[src/hdl/stacc_pkg.sv]
// Shared constants and types for the shape tensor accumulator.
// Used by every module of the block; depends on nothing.
`default_nettype none

package stacc_pkg;

    localparam int POS_W             = 16;
    localparam int SUM_W             = 52;
    localparam int CNT_W             = 21;
    localparam int LANES             = 6;
    localparam int QUEUE_DEPTH       = 2;

    localparam int COORD_BITS_DEF    = 16;
    localparam int FRAC_BITS_DEF     = 16;
    localparam int MAX_PARTICLES_DEF = 1048576;

    localparam logic signed [SUM_W-1:0] SUM_MAX = {1'b0, {(SUM_W-1){1'b1}}};
    localparam logic signed [SUM_W-1:0] SUM_MIN = {1'b1, {(SUM_W-1){1'b0}}};

    // lane order of the six moments
    localparam int L_XX = 0;
    localparam int L_XY = 1;
    localparam int L_XZ = 2;
    localparam int L_YY = 3;
    localparam int L_YZ = 4;
    localparam int L_ZZ = 5;

    typedef struct packed {
        logic reduced;
        logic last;
        logic origin;
    } item_flags_t;

endpackage

`default_nettype wire

[src/hdl/stacc_queue.sv]
// Two-entry queue between the input side and the arithmetic sequencer.
// Depends on stacc_pkg for its depth.
`default_nettype none

module stacc_queue #(
    parameter int DATA_W = 8
) (
    input  wire logic              clk,
    input  wire logic              rst_n,
    input  wire logic              push_valid,
    output logic                   push_ready,
    input  wire logic [DATA_W-1:0] push_data,
    output logic                   pop_valid,
    input  wire logic              pop_ready,
    output logic [DATA_W-1:0]      pop_data
);

    localparam int DEPTH = stacc_pkg::QUEUE_DEPTH;
    localparam int PTR_W = $clog2(DEPTH);
    localparam int CNT_QW = $clog2(DEPTH + 1);

    logic [DATA_W-1:0] entry_reg [DEPTH];
    logic [PTR_W-1:0]  wr_ptr_reg, wr_ptr_next;
    logic [PTR_W-1:0]  rd_ptr_reg, rd_ptr_next;
    logic [CNT_QW-1:0] count_reg, count_next;
    logic              push, pop;

    assign push_ready = (count_reg != CNT_QW'(DEPTH));
    assign pop_valid  = (count_reg != '0);
    assign pop_data   = entry_reg[rd_ptr_reg];
    assign push       = push_valid && push_ready;
    assign pop        = pop_valid && pop_ready;

    always_comb
    begin
        wr_ptr_next = push ? wr_ptr_reg + PTR_W'(1) : wr_ptr_reg;
        rd_ptr_next = pop ? rd_ptr_reg + PTR_W'(1) : rd_ptr_reg;
        count_next  = count_reg;
        if (push && !pop)
        begin
            count_next = count_reg + CNT_QW'(1);
        end
        else if (pop && !push)
        begin
            count_next = count_reg - CNT_QW'(1);
        end
    end

    always_ff @(posedge clk or negedge rst_n)
    begin
        if (!rst_n)
        begin
            wr_ptr_reg <= '0;
            rd_ptr_reg <= '0;
            count_reg  <= '0;
        end
        else
        begin
            wr_ptr_reg <= wr_ptr_next;
            rd_ptr_reg <= rd_ptr_next;
            count_reg  <= count_next;
        end
    end

    always_ff @(posedge clk)
    begin
        if (push)
        begin
            entry_reg[wr_ptr_reg] <= push_data;
        end
    end

endmodule

`default_nettype wire

[config.mk]
export PLATFORM = sky130hd
export DESIGN_NAME = stacc_queue
export DESIGN_NICKNAME = d
export VERILOG_FILES = /design/src/hdl/stacc_pkg.sv /design/src/hdl/stacc_queue.sv
export SDC_FILE = /design/constraint.sdc
export NUM_CORES = 1
export LEC_CHECK = 0
export ABC_AREA = 1
export ABC_CLOCK_PERIOD_IN_PS = 3800
export BUFFER_PORTS_ARGS = -buffer_cell sky130_fd_sc_hd__clkbuf_2
export CAP_MARGIN = 10
export CORE_MARGIN = 5
export CORE_UTILIZATION = 30
export CTS_CLUSTER_SIZE = 28
export DETAILED_ROUTE_END_ITERATION = 7
export HOLD_SLACK_MARGIN = 0.12
export PLACE_DENSITY_LB_ADDON = 0.05
export SYNTH_ARGS = -nofsm -noshare
export SYNTH_HDL_FRONTEND = slang
export SYNTH_SLANG_ARGS = --single-unit
[constraint.sdc]
create_clock -name clk -period 3.8 [get_ports clk]
set_clock_uncertainty 0.05 [all_clocks]
set_input_delay 0.19 -clock clk [delete_from_list [all_inputs] [get_ports clk]]
set_output_delay 0.19 -clock clk [all_outputs]
set_load 0.01 [all_outputs]
==> run metrics <==
wire per inst 11.3 µm; Die ar. 3910 µm²; syn avg cell area 11.8 µm²; fmax 645 MHz; CTS resizes 0; FP Rows 19; Critical Path RT 3.69 ns; Pins Over Slew Limit 0; Die X 62.5 µm; number of enable flip-flop cells after synthesis 16; asr flop ratio synth 0.200; via count 567; crit path capture type register; area leader, netlist edfxtp_1; worst endpoint data arrival time 1.44 ns; Antenna Nets Post-Route 0; CTS tree yes; global-route wire length before repair 2.64 mm; Synth top area share 0.581; # diodes 0; Ports 22; most common cell in the netlist nand2_1; warnings from Yosys 0; outcome finished clean; synthesized area 827 µm²; GRT Util Overall 0.0879; Mapped Nets 83; initial antenna violation count 0; CTS Buf Count 3; final period utilization 0.408; hold_ws 0.173 ns; Worst-path clk slew 0.11 ns; CTS Buffer Depth 2; top cells by area, synth edfxtp_1, nand2_1, dfrtp_1; Via density 4.17; leak pwr 0.521 nW; Max-Cap Viols 0; Post-synth top flop edfxtp_1; Initial Util 0.305; clk sinks 20; GPL Wtd Cong 0.730; PD cells 717 nW/µm²; final hold violation count 0; clk root buf clkbuf_4; total gr overflow 0; setup repair after global routing missed its margin no; # hold bufs at CTS 11; largest net degree at the start of global routing 13; WL final 1.54 mm; cell count after synthesis 70; Iter 0 DRT Violations 16; register area share after synthesis 0.702; CP Launch Type register; core area 2710 µm²; max reg flops 16; area grow syn2layout 35.7%; worst-path maximum fanout 8; synth cell count leaders nand2_1, edfxtp_1, dfrtp_1, inv_1, inv_2; Fill cells 269; worst IR drop on VDD 0.336 mV; Die Height 62.5 µm; share of layout cells above drive strength 1 0.314; slew margin rel. 0.536; 1st-pass router iterations 4; detailed placement HPWL 1.17 mm; WS Path Type reg2reg; final-report setup violation count 0; Final TNS setup 0 ns; Clk Latency, worst-skew pair 0.29 ns; Yosys reg bits 20; Yosys cell types 14; # port buffers 21; number of H-tree levels 1; Layout Nets 119; min cycle time layout 1.55 ns; DR DRC count 0; number of post-CTS setup repair buffers 0; worst slew pin tran 0.694 ns; vias in the first global route 582; Hold Path Class in2async
-- critical path: stages, from the launching register on --
cell and delay [ns]:
dfrtp_1 0.40, inv_2 0.08, nand2_4 0.07, nand2_4 0.06, nor2_1 0.53
-- layout by cell type, fill, tap and decap left out --
| master | synthesis | final |
|---|---|---|
| clkbuf_4 | 0 | 3 |
| xor2_2 | 1 | 1 |
| nor2_1 | 2 | 2 |
| dlygate4sd3_1 | 0 | 11 |
| nand4_1 | 1 | 1 |
| nand2_1 | 30 | 30 |
| bufinv_16 | 0 | 1 |
| nand2_4 | 2 | 2 |
| xnor2_1 | 1 | 1 |
| inv_2 | 3 | 3 |
| clkbuf_2 | 0 | 21 |
| ha_1 | 1 | 1 |
| dfrtp_1 | 4 | 4 |
| nand3_1 | 2 | 2 |
| nand2_2 | 2 | 2 |
| edfxtp_1 | 16 | 16 |
| inv_1 | 4 | 4 |
-- area by class of cell --
class | instances | area, µm² | area share
clock inverters | 1 | 30.0 | 0.0268
repair buffers | 32 | 215 | 0.192
flip-flops and latches | 20 | 581 | 0.517
multi-input cells | 42 | 209 | 0.186
inverters | 7 | 26.3 | 0.0234
clock buffers | 3 | 22.5 | 0.0201
well taps | 31 | 38.8 | 0.0346
-- through the flow --
stage | cell area (µm²) | total power, mW | std cells | setup slack (ns) | util
finish | 1120 | 0.805 | 136 | 2.25 | 0.414
global route | 1120 | 0.872 | 136 | 2.09 | 0.414
CTS | 1120 | 0.824 | 136 | 2.19 | 0.414
detailed placement | 960 | 0.641 | 121 | 2.22 | 0.354
global placement | 960 | 0.638 | 121 | 2.22 | 0.354
floorplan | 827 | 0.544 | 70 | 2.43 | -
-- logic make-up after synthesis --
family | synth area share
simple gates | 0.207
flops | 0.702
buf+inv | 0.0454
xor+xnor | 0.0303
fa+ha+maj | 0.0151
-- per-layer routing --
layer	global-route usage	wire, µm
met5	0	0
met4	0.0557	19
met3	0.0270	90
met2	0.136	761
met1	0.105	671
-- path summary, 6_finish.rpt --
| check | from | endpoint | slack [ns] | cells after the start |
|---|---|---|---|---|
| setup / recovery | count_reg[0] | entry_reg[0][4] | 2.25 | 4 |
| setup reg to reg | count_reg[0] | entry_reg[0][4] | 2.25 | 4 |
| max in group asynchronous | rst_n | rd_ptr_reg | 3.40 | 2 |
| hold reg to reg | count_reg[0] | count_reg[0] | 0.48 | 1 |
| hold / removal | rst_n | count_reg[0] | 0.17 | 2 |
| min in group clk | count_reg[0] | count_reg[0] | 0.48 | 1 |
-- power breakdown --
| part | internal (mW) | switching [mW] | leakage (nW) |
|---|---|---|---|
| clock network | 0.106 | 0.0644 | 0.0279 |
| registers | 0.306 | 0.0394 | 0.196 |
| logic | 0.111 | 0.178 | 0.297 |
| total | 0.523 | 0.282 | 0.521 |
Power figures use the tool's default switching activity.
