$ cat src/hdl/stacc_pkg.sv
// Shared constants and types for the shape tensor accumulator.
// Used by every module of the block; depends on nothing.
`default_nettype none

package stacc_pkg;

    localparam int POS_W             = 16;
    localparam int SUM_W             = 52;
    localparam int CNT_W             = 21;
    localparam int LANES             = 6;
    localparam int QUEUE_DEPTH       = 2;

    localparam int COORD_BITS_DEF    = 16;
    localparam int FRAC_BITS_DEF     = 16;
    localparam int MAX_PARTICLES_DEF = 1048576;

    localparam logic signed [SUM_W-1:0] SUM_MAX = {1'b0, {(SUM_W-1){1'b1}}};
    localparam logic signed [SUM_W-1:0] SUM_MIN = {1'b1, {(SUM_W-1){1'b0}}};

    // lane order of the six moments
    localparam int L_XX = 0;
    localparam int L_XY = 1;
    localparam int L_XZ = 2;
    localparam int L_YY = 3;
    localparam int L_YZ = 4;
    localparam int L_ZZ = 5;

    typedef struct packed {
        logic reduced;
        logic last;
        logic origin;
    } item_flags_t;

endpackage

`default_nettype wire

$ cat src/hdl/stacc_front.sv
// Input side: takes a particle transfer, sizes the coordinates and tags it.
// Depends on stacc_pkg; feeds stacc_queue.
`default_nettype none

module stacc_front #(
    parameter int COORD_BITS = stacc_pkg::COORD_BITS_DEF
) (
    input  wire logic                                 in_valid,
    output logic                                      in_stall,
    input  wire logic signed [stacc_pkg::POS_W-1:0]   pos_x,
    input  wire logic signed [stacc_pkg::POS_W-1:0]   pos_y,
    input  wire logic signed [stacc_pkg::POS_W-1:0]   pos_z,
    input  wire logic                                 last_particle,
    input  wire logic                                 mode,
    output logic                                      push_valid,
    input  wire logic                                 push_ready,
    output logic signed [COORD_BITS-1:0]              push_x,
    output logic signed [COORD_BITS-1:0]              push_y,
    output logic signed [COORD_BITS-1:0]              push_z,
    output stacc_pkg::item_flags_t                    push_flags
);

    assign push_x = COORD_BITS'(pos_x);
    assign push_y = COORD_BITS'(pos_y);
    assign push_z = COORD_BITS'(pos_z);

    assign push_flags.reduced = mode;
    assign push_flags.last    = last_particle;
    assign push_flags.origin  = (push_x == '0) && (push_y == '0) && (push_z == '0);

    assign push_valid = in_valid;
    assign in_stall   = !push_ready;

endmodule

`default_nettype wire

$ cat config.mk
export PLATFORM = sky130hd
export DESIGN_NAME = stacc_front
export DESIGN_NICKNAME = d
export VERILOG_FILES = /design/src/hdl/stacc_pkg.sv /design/src/hdl/stacc_front.sv
export SDC_FILE = /design/constraint.sdc
export NUM_CORES = 1
export LEC_CHECK = 0
export BUFFER_PORTS_ARGS = -buffer_cell sky130_fd_sc_hd__clkbuf_2
export CAP_MARGIN = 20
export CORE_AREA = 3 3 49 51
export DETAILED_ROUTE_END_ITERATION = 10
export DIE_AREA = 0 0 52 54
export GPL_TIMING_DRIVEN = 1
export PLACE_DENSITY = 0.81
export SLEW_MARGIN = 5
export SYNTH_ARGS = -nofsm -noshare
export SYNTH_HDL_FRONTEND = slang
export SYNTH_SLANG_ARGS = --single-unit
$ cat constraint.sdc
create_clock -name vclk -period 0.9
set_clock_uncertainty 0.2 [all_clocks]
set_input_delay 0.045 -clock vclk [all_inputs]
set_output_delay 0.045 -clock vclk [all_outputs]
set_load 0.1 [all_outputs]
==> summary.txt, run 1 <==
Commonest cells in the netlist -> buf_4, nor4_1, nand4_1
Seq/Total Area, Yosys -> 0
Drc violations -> 0
Core Area -> 1980 um2
Ports -> 105
Area of the multi-input gates -> 219 um2
Minimum clock period -> 1.47 ns
Layout area overhead -> 274%
Std cell rows -> 16
Hold path endpoint -> push_valid
RSZ-0062 raised after global routing -> yes
Worst EP required -> 0.65 ns
Starting Density -> 0.251
DP Area -> 1770 um2
Synthesized area per cell -> 7.30 um2
Hold Path Class -> input port to output pin
Crit. End Element -> output pin
FF+latch count -> 0
Clock buffers -> 0
Most frequent cell after synthesis -> buf_4
Detailed router's first-iteration violation count -> 8
Final Hold Vio Count -> 3
Share of the synthesized area in the top cell type -> 0.771
GP Congestion -> 0.727
Fillers -> 61
Tcrit/Tclk final -> 1.63
Crit Path Max Fanout -> 2
Initial antenna violation count -> 0
Vias in the first global route -> 915
Vias -> 872
Startpoint Class -> input port
Worst slew pin tran -> 0.343 ns
Post-place setup slack -> -0.529 ns
WS Path Type -> input port to output pin
Die Y -> 54 um
Failing checks -> negative hold slack, negative setup slack
Fmax -> 680 MHz
Maxcap violations -> 0
Worst Setup Slack, final -> -0.571 ns
Total power -> 1.79 mW
Detailed Place HPWL -> 2620 um
Distinct cells, synth -> 6
DRT Pass-1 Iters -> 4
Static Leak -> 0.933 nW
Status -> finished with violations
Maximum VDD drop -> 729 uV
Layout Nets -> 214
Fin. max-slew vios -> 0
Pwr/cell area -> 963 nW/um2
Placed Cells -> 185
Hold WS -> -0.110 ns
GRT Overall Usage -> 0.226
Synth top area cells -> buf_4, nor4_1, nand4_1
Cells on Worst Hold Path -> 0
Grt ovf -> 0
Chip width -> 52 um
Routed len/inst -> 20.9 um
First-pass GRT wire length -> 4600 um
Pin count of the biggest net entering global routing -> 3
Port bufs -> 99
Syn Nets -> 120
Die area -> 2810 um2
Dominant cell type by area after synthesis -> buf_4
Slew Limit Headroom -> 0.769
Setup TNS -> -0.571 ns
Vias per cell -> 4.66
Final Setup Violations -> 1
Critical Path AT -> 1.23 ns
Yosys warnings -> 0
Fin cells -> 187
Final std cell area, no fill -> 1860 um2
Ant. Diodes -> 0
Hold Startpoint -> in_valid
Mapped Area -> 497 um2
Gate Count Post-Synth -> 68
Post-Route WL -> 3910 um
Post-route ant nets -> 0
Register area -> 0 um2
Share of cells above drive strength 1 -> 0.956
-- per-stage QoR --
stage	utilization	hold slack [ns]
final	0.938	-0.110
after detailed placement	0.891	-0.109
after global placement	0.891	-0.109
after floorplan	-	0.102
after CTS	0.918	-0.109
after global routing	0.938	-0.110
-- placed cells by master (no fill, tap or decap), drive strengths merged --
cell	Yosys	final
inv	1	1
nor4	12	12
nor3	1	1
nand4	3	3
buf	51	97
clkbuf	0	46
-- cell type report --
type                            count  area share
Multi-Input combinational cell     16       0.118
Tap cell                           27      0.0182
Inverter                            1     0.00202
Timing Repair Buffer              143       0.862
-- critical path: stages --
cell      delay, ns
clkbuf_2       0.11
nor4_1         0.36
nand4_1        0.24
nor3_4         0.26
buf_12         0.20
-- power by group --
part,internal (mW),switching [mW],leakage [nW]
clock network,0,0,0
logic,0.663,1.13,0.933
registers,0,0,0
-- metal layers --
layer / share of wire / global-route usage
met1: 0.29 / 0.188
met2: 0.56 / 0.494
met3: 0.11 / 0.0554
met4: 0.046 / 0.0830
met5: 0 / 0
-- worst max path at each step --
stage	from	end	slack (ns)	cells after the start
2_1_floorplan	pos_x[9]	push_flags[0]	-0.63	3
3_3_place_gp	pos_x[12]	push_flags[0]	-0.43	5
3_5_place_dp	pos_x[1]	push_flags[0]	-0.53	5
4_1_cts	pos_z[5]	push_flags[0]	-0.43	5
5_1_grt	pos_x[15]	push_flags[0]	-0.64	5
6_report	pos_x[14]	push_flags[0]	-0.57	5
-- cell families after synthesis --
| group | count (synthesis) | share of synthesized area |
|---|---|---|
| buf+inv | 52 | 0.778 |
| simple gates | 16 | 0.222 |
-- what timing repair did --
action / CTS / global route
endpoints found under the hold margin: 3 / 3
gates resized for setup: 6 / 11
buffers inserted: 1 / 1
pin swaps: 6 / 4
setup endpoints to repair: 1 / 1
Note: power is estimated with default switching activity, not from simulation.
==> run 2: changes to the inputs <==
==> config.mk (replaced) <==
export PLATFORM = sky130hd
export DESIGN_NAME = stacc_front
export DESIGN_NICKNAME = d
export VERILOG_FILES = /design/src/hdl/stacc_pkg.sv /design/src/hdl/stacc_front.sv
export SDC_FILE = /design/constraint.sdc
export NUM_CORES = 1
export LEC_CHECK = 0
export BUFFER_PORTS_ARGS = -buffer_cell sky130_fd_sc_hd__buf_4
export CAP_MARGIN = 20
export CELL_PAD_IN_SITES_DETAIL_PLACEMENT = 0
export CELL_PAD_IN_SITES_GLOBAL_PLACEMENT = 1
export CORE_AREA = 3 3 66 68
export DETAILED_ROUTE_END_ITERATION = 10
export DIE_AREA = 0 0 69 71
export GPL_TIMING_DRIVEN = 1
export PLACE_DENSITY_LB_ADDON = 0.1
export SLEW_MARGIN = 5
export SYNTH_ARGS = -nofsm -noshare
export SYNTH_HDL_FRONTEND = slang
export SYNTH_SLANG_ARGS = --single-unit
==> run 2 against run 1 <==
The flow still finishes with violations (negative hold slack, negative setup slack). Global-route usage fell by 16 points. Final area fell by 38%. Sequential share of layout area did not move. Combinational power fell by 26%. Wire length fell by 50%. Core utilization fell by 65 points.
==> summary.txt, run 2 (synthesis results as in run 1) <==
Post-Route WL -> 1960 um (-50%)
Post-route ant nets -> 0 (unchanged)
WS Path Type -> input port to output pin
Most frequent cells in the layout -> buf_4, buf_6, nor4_4
Die area -> 4900 um2 (+74%)
Placed Cells -> 167 (-9.7%)
Maxcap violations -> 0 (unchanged)
Worst Setup Slack, final -> -0.404 ns (+0.167 ns)
Vias per cell -> 3.66 (-22%)
RSZ-0062 raised after global routing -> yes
Layout area overhead -> 130%
Std cell rows -> 23 (+7)
Minimum clock period -> 1.30 ns (-0.167 ns)
Switching share of power -> 0.757 (+0.128)
Final Hold Vio Count -> 3 (unchanged)
FF+latch count -> 0 (unchanged)
Fin cells -> 167 (-11%)
Port bufs -> 99 (unchanged)
Drc violations -> 0 (unchanged)
Critical path's slowest cell -> nor4_4
Pwr/cell area -> 1170 nW/um2 (+21%)
Met1 usage -> 0.0551 (-0.133)
Hold Path Class -> input port to output pin
Slew Limit Headroom -> 0.810 (+0.0408)
Critical Path AT -> 1.06 ns (-0.17 ns)
Fmax -> 767 MHz (+13%)
Failing checks -> negative hold slack, negative setup slack
Tcrit/Tclk final -> 1.45 (-0.186)
Detailed router's first-iteration violation count -> 6 (-2)
Maximum VDD drop -> 287 uV (-61%)
DP Area -> 985 um2 (-44%)
GRT Overall Usage -> 0.0641 (-0.162)
Die Y -> 71 um (+31%)
Clock Power Share -> 0 (unchanged)
Startpoint Class -> input port
Seq pwr share -> 0 (unchanged)
Share of cells above drive strength 1 -> 0.966 (+0.00956)
Core Area -> 3910 um2 (+97%)
Fin. max-slew vios -> 0 (unchanged)
Pin count of the biggest net entering global routing -> 3 (unchanged)
Fillers -> 423 (+590%)
DRT Pass-1 Iters -> 2 (-2)
Hold WS -> -0.110 ns (-0.0000850 ns)
Met2 usage -> 0.145 (-0.349)
Routed len/inst -> 11.7 um (-44%)
Combinational group share of total power -> 1.000 (about the same)
Setup TNS -> -0.404 ns (+0.167 ns)
GP Congestion -> 0.693 (-4.8%)
Vias -> 611 (-30%)
CP cell instances -> buf_4, nor4_4, nand4_1, nor3_4, buf_12
Crit Path Max Fanout -> 2 (unchanged)
P_int -> 0.324 mW (-51%)
Initial antenna violation count -> 0 (unchanged)
Status -> finished with violations
Net Sw Power -> 1.01 mW (-10%)
Worst slew pin tran -> 0.287 ns (-0.0557 ns)
Final std cell area, no fill -> 1140 um2 (-38%)
Static Leak -> 0.547 nW (-41%)
Worst EP required -> 0.65 ns (about the same)
Ports -> 105 (unchanged)
Area of the multi-input gates -> 273 um2 (+25%)
Starting Density -> 0.127 (-0.124)
Commonest non-fill, non-tap cell in the layout -> buf_4
Final Setup Violations -> 1 (unchanged)
Grt peak-use layer -> met2
Ant. Diodes -> 0 (unchanged)
Layout Nets -> 171 (-20%)
Detailed Place HPWL -> 1740 um (-34%)
Max incr delay on CP -> 0.25 ns (-0.11 ns)
First-pass GRT wire length -> 2720 um (-41%)
Register area -> 0 um2 (unchanged)
Clock buffers -> 0 (unchanged)
Post-place setup slack -> -0.615 ns (-0.0859 ns)
Grt ovf -> 0 (unchanged)
Chip width -> 69 um (+33%)
GRT met3 Usage -> 0.0213 (-0.0341)
Vias in the first global route -> 574 (-37%)
Crit. End Element -> output pin
==> run 2: cell types whose count changed in the layout (fill, tap and decap cells not counted), moves of 3 or more <==
cell      change
nor4_4        +4
nor4_1        -3
buf_12       -49
buf_6        +10
buf_4        +44
clkbuf_2     -45
==> run 2: worst paths after layout <==
| check | from | endpoint | slack, ns | depth (start not counted) |
|---|---|---|---|---|
| min | mode | push_flags[2] | -0.11 | 0 |
| max | pos_x[0] | push_flags[0] | -0.40 | 5 |
==> run 2: critical path, delay by kind of cell <==
kind                   cells  cell delay (ns)
AND/OR/NAND/NOR            3             0.69
buffers and inverters      2             0.32
==> run 2: layout make-up <==
type	instances	area share
Inverter	1	0.00328
Timing Repair Buffer	100	0.703
Multi-Input combinational cell	16	0.239
Tap cell	50	0.0547
==> run 2: power groups by stage <==
stage | clock network (mW) | registers, mW | logic, mW
5_1_grt | 0 | 0 | 1.37
6_report | 0 | 0 | 1.33
3_3_place_gp | 0 | 0 | 1.27
4_1_cts | 0 | 0 | 1.31
2_1_floorplan | 0 | 0 | 1.10
3_5_place_dp | 0 | 0 | 1.27
==> run 2: through the flow <==
step / power, mW / utilization
CTS: 1.31 / 0.276
finish: 1.33 / 0.292
global route: 1.37 / 0.292
global placement: 1.27 / 0.252
floorplan: 1.10 / -
detailed placement: 1.27 / 0.252
==> run 2: timing repair <==
item                                   in CTS  in global routing
endpoints found under the hold margin       3                  3
pin swaps                                   9                  8
resized for setup                          17                 11
setup endpoints to repair                   1                  1
setup buffers                               0                  0
==> run 2: per-layer routing <==
layer  wire [um]  up-vias
met1         470      287
met5           0        -
met4           0        0
met2        1260       42
met3         229        0
li1            -      282
